===== config.mk =====
export PLATFORM = sky130hd
export DESIGN_NAME = sem_ctrl
export DESIGN_NICKNAME = d
export VERILOG_FILES = /design/src/rtl/sem_pkg.sv /design/src/rtl/sem_ctrl.sv
export SDC_FILE = /design/constraint.sdc
export NUM_CORES = 1
export LEC_CHECK = 0
export ABC_AREA = 1
export BUFFER_PORTS_ARGS = -buffer_cell sky130_fd_sc_hd__buf_2
export CAP_MARGIN = 20
export CELL_PAD_IN_SITES_DETAIL_PLACEMENT = 0
export CELL_PAD_IN_SITES_GLOBAL_PLACEMENT = 1
export CORE_AREA = 2 2 39 41
export CTS_CLUSTER_SIZE = 12
export DETAILED_ROUTE_END_ITERATION = 12
export DIE_AREA = 0 0 41 43
export PLACE_DENSITY = 0.75
export SYNTH_ARGS = -nofsm -noshare
export SYNTH_HDL_FRONTEND = slang
export SYNTH_SLANG_ARGS = --single-unit

===== constraint.sdc =====
create_clock -name clk -period 1.6 [get_ports clk]
set_clock_uncertainty 0.15 [all_clocks]
set_input_delay 0.24 -clock clk [delete_from_list [all_inputs] [get_ports clk]]
set_output_delay 0.24 -clock clk [all_outputs]
set_load 0.01 [all_outputs]

===== src/rtl/sem_pkg.sv =====
// Package for the Sobel edge magnitude block: widths, constants, opcodes and command/status types.
// No dependencies.
`default_nettype none
package sem_pkg;
  localparam int MaxWidth = 1024;
  localparam int ColW = $clog2(MaxWidth);
  localparam int CfgW = 11;
  localparam int PixW = 24;
  localparam logic [CfgW-1:0] WidthReset = CfgW'(MaxWidth);
  localparam logic [16:0] SumLimit = 17'd65280;

  localparam logic OP_PIXEL = 1'b0;
  localparam logic OP_FLUSH = 1'b1;

  typedef struct packed {
    logic load;
    logic step;
    logic emit_a;
    logic emit_b;
    logic commit;
  } sem_cmd_t;

  typedef struct packed {
    logic first_row;
    logic col_zero;
    logic col_one;
    logic row_end;
    logic flush;
    logic root_done;
  } sem_sts_t;
endpackage
`default_nettype wire


===== src/rtl/sem_ctrl.sv =====
// Sequencer for the Sobel block: accept, compute and send up to two results, commit.
// Depends on sem_pkg.
`default_nettype none
module sem_ctrl
  import sem_pkg::*;
(
  input  wire logic     clk,
  input  wire logic     rst_n,
  input  wire logic     in_fire,
  input  wire logic     out_fire,
  input  sem_sts_t      sts,
  output logic          in_rdy,
  output logic          out_vld,
  output logic          out_second,
  output sem_cmd_t      cmd
);
  localparam logic [2:0] S_IDLE = 3'd0, S_RDA = 3'd1, S_CA = 3'd2, S_SA = 3'd3,
                         S_CB = 3'd4, S_SB = 3'd5;
  logic [2:0] st_r, st_nxt;
  logic need_a, need_b;

  assign need_a = !sts.first_row && !sts.col_zero;
  assign need_b = !sts.first_row && sts.row_end;

  always_comb begin
    st_nxt = st_r;
    cmd = '0;
    case (st_r)
      S_IDLE: begin
        cmd.load = in_fire;
        if (in_fire) st_nxt = S_RDA;
      end
      S_RDA: begin
        if (need_a) begin
          cmd.emit_a = 1'b1; st_nxt = S_CA;
        end else if (need_b) begin
          cmd.emit_b = 1'b1; st_nxt = S_CB;
        end else begin
          cmd.commit = 1'b1; st_nxt = S_IDLE;
        end
      end
      S_CA: begin
        cmd.step = 1'b1;
        if (sts.root_done) st_nxt = S_SA;
      end
      S_SA: begin
        if (out_fire) begin
          if (need_b) begin
            cmd.emit_b = 1'b1; st_nxt = S_CB;
          end else begin
            cmd.commit = 1'b1; st_nxt = S_IDLE;
          end
        end
      end
      S_CB: begin
        cmd.step = 1'b1;
        if (sts.root_done) st_nxt = S_SB;
      end
      S_SB: begin
        if (out_fire) begin
          cmd.commit = 1'b1; st_nxt = S_IDLE;
        end
      end
      default: st_nxt = S_IDLE;
    endcase
  end

  always_ff @(posedge clk) begin
    if (!rst_n) st_r <= S_IDLE;
    else st_r <= st_nxt;
  end

  assign in_rdy = (st_r == S_IDLE);
  assign out_vld = (st_r == S_SA) || (st_r == S_SB);
  assign out_second = (st_r == S_SB);

`ifndef SYNTHESIS
  a_no_overlap: assert property (@(posedge clk) disable iff (!rst_n)
    !(in_rdy && out_vld)) else $error("input taken while result pending");
  a_b_after: assert property (@(posedge clk) disable iff (!rst_n)
    (st_r == S_SB) |-> ($past(st_r) == S_SB || $past(st_r) == S_CB))
    else $error("bad entry to second result");
  a_commit_idle: assert property (@(posedge clk) disable iff (!rst_n)
    cmd.commit |=> in_rdy) else $error("commit did not return to idle");
`endif
endmodule
`default_nettype wire


# Yosys cells after proc, flatten, opt, wreduce, memory -nomap -nowiden
# Index checks and enable logic that the tools add are counted.
[op_classes]
muxes = 19
eq_ne = 10
reduce_logical = 8
[op_table]
columns = ["operator", "n"]
rows = [
  ["$mux 3", 7],
  ["$pmux 3 s6", 1],
  ["$ne 2x2->1 const B", 5],
  ["$mux 1", 7],
  ["$eq 3x2->1 const B", 2],
  ["$eq 3x3->1 const B", 2],
  ["$reduce_and 5->1", 1],
  ["$mux 2", 2],
  ["$eq 3x1->1 const B", 1],
  ["$logic_not 3->1", 1],
  ["$pmux 1 s3", 1],
  ["$logic_and 1x1->1", 2],
  ["$logic_not 1->1", 2],
  ["$pmux 1 s2", 1],
  ["$reduce_or 2->1", 1],
  ["$logic_or 1x1->1", 1],
]
[totals]
inputBits = 10
regBits = 3
wordCells = 38

# Logic depth before layout (Yosys ltp)
# Gate-level depths: netlist (run 1).
[depth]
word_depth = 5
depth_mapped = 8

# Worst setup path before layout (run 1)
# OpenSTA, ideal clock, no wires.
[synth_timing]
path_kind = "reg-to-reg"
from = "register st_r[1]"
to = "register st_r[2]"
path_slack_ns = 0.267
setup_time_ns = 0.111
path_stages_with_launch = 9
t_arrival_ns = 1.071
required_time_ns = 1.339
path_cell_list = "dfxtp_1 -> inv_2 -> nand2_1 -> nor2_1 -> nand2_2 -> nand3_4 -> nor2_1 -> nor2_1 -> nor2_1"
[synth_via]
elab_chain_cells = 3
word_cells_on_any_way = 13
cone_classes = "eq/ne (10); mux (1); reduce/logical (2)"
[synth_rtl]
columns = ["element", "line_no", "source"]
rows = [
  ["start, declared", "sem_ctrl.sv:19", "logic [2:0] st_r, st_nxt;"],
  ["start signal, assigned", "sem_ctrl.sv:70", "else st_r <= st_nxt;"],
  ["$logic_not 3->1 *", "n/a", ""],
  ["net in_rdy", "sem_ctrl.sv:12", "output logic in_rdy,"],
  ["$ne 2x2->1 (no line)", "n/a", ""],
  ["$reduce_and 5->1 (no line)", "n/a", ""],
]
# The timed path passes the listed nets; every way through them passes the cells marked *.
# A chain may end at the register's enable or synchronous reset.

# Worst setup path after layout (run 1)
[layout_timing]
from = "register st_r[1]"
to = "output port in_rdy"
[layout_via]
elab_chain_cells = 1
[layout_rtl]
columns = ["element", "line_no", "source"]
rows = [
  ["$logic_not 3->1", "sem_ctrl.sv:73", "assign in_rdy = (st_r == S_IDLE);"],
  ["end, declared", "sem_ctrl.sv:12", ""],
]
# Every way passes these cells.

==> results of run 1 <==
what timing repair did:
| item | in CTS | in global routing |
|---|---|---|
| setup endpoints to repair | 3 | 1 |
| setup buffers | 2 | 1 |
| pin swaps | 0 | 1 |
| gates resized for setup | 4 | 6 |
| hold buffers | 0 | 0 |
| cloned | 0 | 0 |
metal layers:
layer	track usage [%]	routed length (um)
met2	15.00	373
met5	0	0
met1	12.82	343
met4	10.00	0
met3	1.571	47
layout by cell type, fill, tap and decap left out, types with 2 or more instances in the layout:
cell	synthesis	routed
a21oi_1	2	2
buf_2	0	15
buf_4	0	3
clkbuf_4	0	3
dfxtp_4	0	2
inv_1	8	8
inv_4	0	2
nand2_1	15	15
nand2_2	2	2
nand3_1	4	3
nand3_2	2	2
nand3_4	1	2
nor2_1	12	12
power groups by stage:
stage	Combinational, mW	Clock [mW]	Sequential, mW
floorplan	0.256	0	0.132
global placement	0.349	0	0.139
detailed placement	0.351	0	0.141
CTS	0.386	0.139	0.148
global route	0.463	0.142	0.163
finish	0.400	0.129	0.160
kinds of logic after synthesis:
family	after synthesis	share of synthesized area [%]
buffers and inverters	11	12.94
AND/OR/NAND/NOR	39	60.78
AO/OA/AOI/OAI	4	7.453
flip-flops	3	18.82
layout make-up:
type	count	share of cell area [%]
clock buffer	4	5.316
tap	16	4.051
multi-input combinational	43	47.60
sequential	3	13.92
timing repair buffer	18	19.75
inverter	11	9.367
through the flow:
step / total power [mW] / worst slack, ns / hold WS, ns
after floorplan: 0.3880 / 0.2673 / 0.2022
after global placement: 0.4880 / 0.1836 / 0.3334
after detailed placement: 0.4914 / 0.1789 / 0.3371
after CTS: 0.6728 / 0.009501 / 0.08211
after global routing: 0.7681 / 0.006228 / 0.09392
final: 0.6895 / 0.07654 / 0.09052
worst register-to-register path, delay by kind of cell, from the launching register on:
kind / cells / cell delay [ns]
buffers and inverters: 2 / 0.20
AND/OR/NAND/NOR: 7 / 0.59
flip-flops: 1 / 0.36
path summary, 6_finish.rpt:
check / start / endpoint / cells past startpoint
hold / removal: rst_n / st_r[2] / 3
hold reg to reg: st_r[1] / st_r[0] / 3
setup reg to reg: st_r[1] / st_r[2] / 9
setup / recovery: st_r[1] / in_rdy / 5
==> flow_summary.yaml, run 1 <==
final_layout:
  final_cells: 95
  largest_reg_flops: 3
  top_register: "st_r"
  nFillCells: 165
  diodes: 0
  final-seq-area_um2: 68.82
  drive_above_1_share_pct: 44.30
  largest_registers: "st_r x3"
  design_area_um2: 494.2
  multi_input_area_um2: 235.2
  syn2layout_area_growth_pct: 54.90
  fin_util_pct: 35.71
  nets: 90
clock_tree:
  cts_buffers: 3
  max-clock-path-buffers: 2
  cts_root_buffer: "clkbuf_4"
  cts_sinks: 3
  cts_max_level: 1
  clkSlewWorstSetupHoldPaths_ns: 0.04
  insertion_delay_ns: 0.23
  cts_tree: "yes"
floorplanning:
  core_um2: 1384
  num_rows: 14
  fp.dieW_um: 41
  start_util_pct: 23.06
  dieArea_um2: 1763
  die_y_um: 43
  io_pins: 18
critical_path:
  crit_slowest_cell: "dfxtp_4"
  worstSetupEndpointType: "output port"
  start_kind: "flop"
  crit_fanout: 5
  path_class: "flop to output port"
  required_ns: 1.21
  cpPeakStageDelay_ns: 0.36
  crit_chain: "inv_4 > buf_4 > nand2_1 > nor2_1 > buf_2"
  crit_buf_inv: 3
  rrSetupSlack_ns: 0.21
  crit_arrival_ns: 1.13
  cp_top_family: "flip-flops"
detailed_routing:
  drtIter0Drc: 5
  postRouteWirelength_um: 764
  drcViolationCount: 0
  final_antenna_net_count: 0
  routed_via_density: 4.084
  dr.pass1.iters: 2
  vias: 388
  wire_per_inst_um: 8.042
synthesis:
  syn_nets: 67
  synth_edf_count: 0
  ys_warn_count: 0
  ys_seq_area_share_pct: 18.82
  synth_cell_types: 15
  synth_top_area_share_pct: 18.82
  synth-main-ff-cell: "dfxtp_1"
  syn_area_per_cell_um2: 5.597
  synth-async-reset-ratio_pct: 0
  synthTopCellsByArea: "dfxtp_1 (19%), nand2_1 (18%), nor2_1 (14%)"
  synth_commonest_cells: "nand2_1 (15), nor2_1 (12), inv_1 (8)"
  ys_ff_latch: 3
  synth_cells: 57
  synth_most_common_cell: "nand2_1"
  synth_largest_area_cell: "dfxtp_1"
  netlist_area_um2: 319.1
run:
  drv_cap: 0
place:
  dpl-instance-area_um2: 414.1
  portBuffers: 15
  gp_congestion: 0.7011
  dp_hpwl_um: 605.1
  placedCellCount: 88
sta:
  rsz0062_at_grt: "false"
  tightestPinTransition_ns: 0.2785
  final.min_clock_period_ns: 1.523
  fmaxAchievable_mhz: 656.4
  finalCritPeriodShare_pct: 95.22
  setup_violations: 0
  hold_violations: 0
  setup_tns_ns: 0
  maxSlewViolCount: 0
  slew_headroom_pct: 81.36
power_and_ir_drop:
  p_int_uw: 374.5
  clkPwrFrac_pct: 18.8
  p_sw_uw: 315.0
  p_comb_share_pct: 58.1
  vdd_drop_max_uv: 520.4
  leakagePower_nw: 0.3024
  swShare_pct: 45.69
  power.density_nw_per_um2: 1395
  seqPwrFrac_pct: 23.2
global_route:
  track_usage_pct: 10.63
  grt_pass1_wl_um: 1262
  antenna_found_initial: 0
  first_global_vias: 338
  grt_overflow: 0
  grt_max_degree: 8
outcome:
  status: "completed"
hold_path:
  hp-class: "primary input to flop"
No activity file was read; power rests on OpenSTA's default activity.
==> inputs of run 2 (changes only) <==
Settings changed: RECOVER_POWER set to 25.
==> run 2 against run 1 <==
Worst setup slack unchanged. Clock power hardly changed. Wire length up 0.26%. Total power shrank 0.17%. Critical path type unchanged. Largest power group unchanged.
==> flow_summary.yaml, run 2 (synthesis gave the netlist of run 1 again) <==
critical_path:
  cp_top_family: "flip-flops"
  crit_slowest_cell: "dfxtp_4"
  crit_fanout: 5
  crit_chain: "inv_4 > buf_4 > nand2_1 > nor2_1 > buf_2"
  crit_buf_inv: 3
  crit_arrival_ns: 1.13
  path_class: "flop to output port"
  worstSetupEndpointType: "output port"
  required_ns: 1.21
  start_kind: "flop"
  cpPeakStageDelay_ns: 0.36
global_route:
  first_global_vias: 338
  track_usage_pct: 10.63
  antenna_found_initial: 0
  grt_overflow: 0
  grt_max_degree: 8
  grt_pass1_wl_um: 1262
sta:
  rsz0062_at_grt: "false"
  maxSlewViolCount: 0
  setup_tns_ns: 0
  hold_violations: 0
  slew_headroom_pct: 81.36
  tightestPinTransition_ns: 0.2785
  setup_violations: 0
  final.min_clock_period_ns: 1.523
  finalCritPeriodShare_pct: 95.22
  fmaxAchievable_mhz: 656.4
clock_tree:
  cts_tree: "yes"
  clkSlewWorstSetupHoldPaths_ns: 0.04
  cts_root_buffer: "clkbuf_4"
  cts_max_level: 1
  cts_sinks: 3
  cts_hold_buf: 0
  cts_buffers: 3
  insertion_delay_ns: 0.23
  max-clock-path-buffers: 2
hold_path:
  hp-class: "primary input to flop"
final_layout:
  most-common-layout-cells: "nand2_1 (15), buf_2 (14), nor2_1 (12)"
  top_register: "st_r"
  layout_commonest_cell: "nand2_1"
  nets: 90
  diodes: 0
  final_cells: 95
  drive_above_1_share_pct: 43.04
  syn2layout_area_growth_pct: 54.51
  largest_reg_flops: 3
  largest_registers: "st_r x3"
detailed_routing:
  routed_via_density: 4.084
  postRouteWirelength_um: 766
  dr.pass1.iters: 2
  drtIter0Drc: 5
  drcViolationCount: 0
  final_antenna_net_count: 0
  wire_per_inst_um: 8.063
  vias: 388
place:
  dp_hpwl_um: 605.1
  placedCellCount: 88
  portBuffers: 15
  gp_congestion: 0.7011
run:
  drv_cap: 0
floorplanning:
  io_pins: 18
  die_y_um: 43
  num_rows: 14
  dieArea_um2: 1763
  start_util_pct: 23.06
  core_um2: 1384
  fp.dieW_um: 41
power_and_ir_drop:
  power.density_nw_per_um2: 1396
  vdd_drop_max_uv: 520.3
  leakagePower_nw: 0.2981
outcome:
  status: "completed"
-- run 2: report_power, final --
part           total, mW  switching, mW  internal [mW]
logic              0.399          0.228          0.171
clock network      0.129         0.0362         0.0932
registers          0.160         0.0514          0.108
total              0.688          0.315          0.373
-- run 2: timing repair --
action	in CTS	in global routing
pin swaps	0	1
endpoints found under the setup margin	3	1
cloned	0	0
buffers inserted	2	1
resized for setup	4	6
-- run 2: layout make-up --
type                            instances  area (um2)
Inverter                               11       46.29
Sequential cell                         3       68.82
Timing Repair Buffer                   18       96.34
Clock buffer                            4       26.28
Multi-Input combinational cell         43       235.2
Fill cell                             165       890.9
Tap cell                               16       20.02
-- run 2: per-layer routing --
metal	global-route usage (%)	vias to the layer above	part of all wire, %
li1	-	221	-
met1	12.82	157	45
met2	15.00	10	49
met3	1.571	0	6.3
met4	10.00	0	0
met5	0	-	0
-- run 2: tightest hold or removal path: cells and delay by family --
family	cells	cell delay, ns
AND/OR/NAND/NOR	1	0.03
buffers and inverters	2	0.16
-- run 2: worst paths after layout --
path,from,to,slack (ns),cells past startpoint
worst min register to register,st_r[1],st_r[0],0.47,3
worst min-delay path,rst_n,st_r[2],0.09,3
worst max-delay path,st_r[1],in_rdy,0.08,5
worst max register to register,st_r[1],st_r[2],0.21,9
-- run 2: metrics by stage --
step / worst slack (ns) / util, % / power, mW / area (um2) / hold slack [ns]
detailed placement: 0.1789 / 29.93 / 0.4914 / 414.1 / 0.3371
floorplan: 0.2673 / - / 0.3880 / 319.1 / 0.2022
global route: 0.003525 / 35.62 / 0.7667 / 493.0 / 0.09392
CTS: 0.009501 / 33.54 / 0.6728 / 464.2 / 0.08211
finish: 0.07654 / 35.62 / 0.6883 / 493.0 / 0.09052
global placement: 0.1836 / 29.93 / 0.4880 / 414.1 / 0.3334
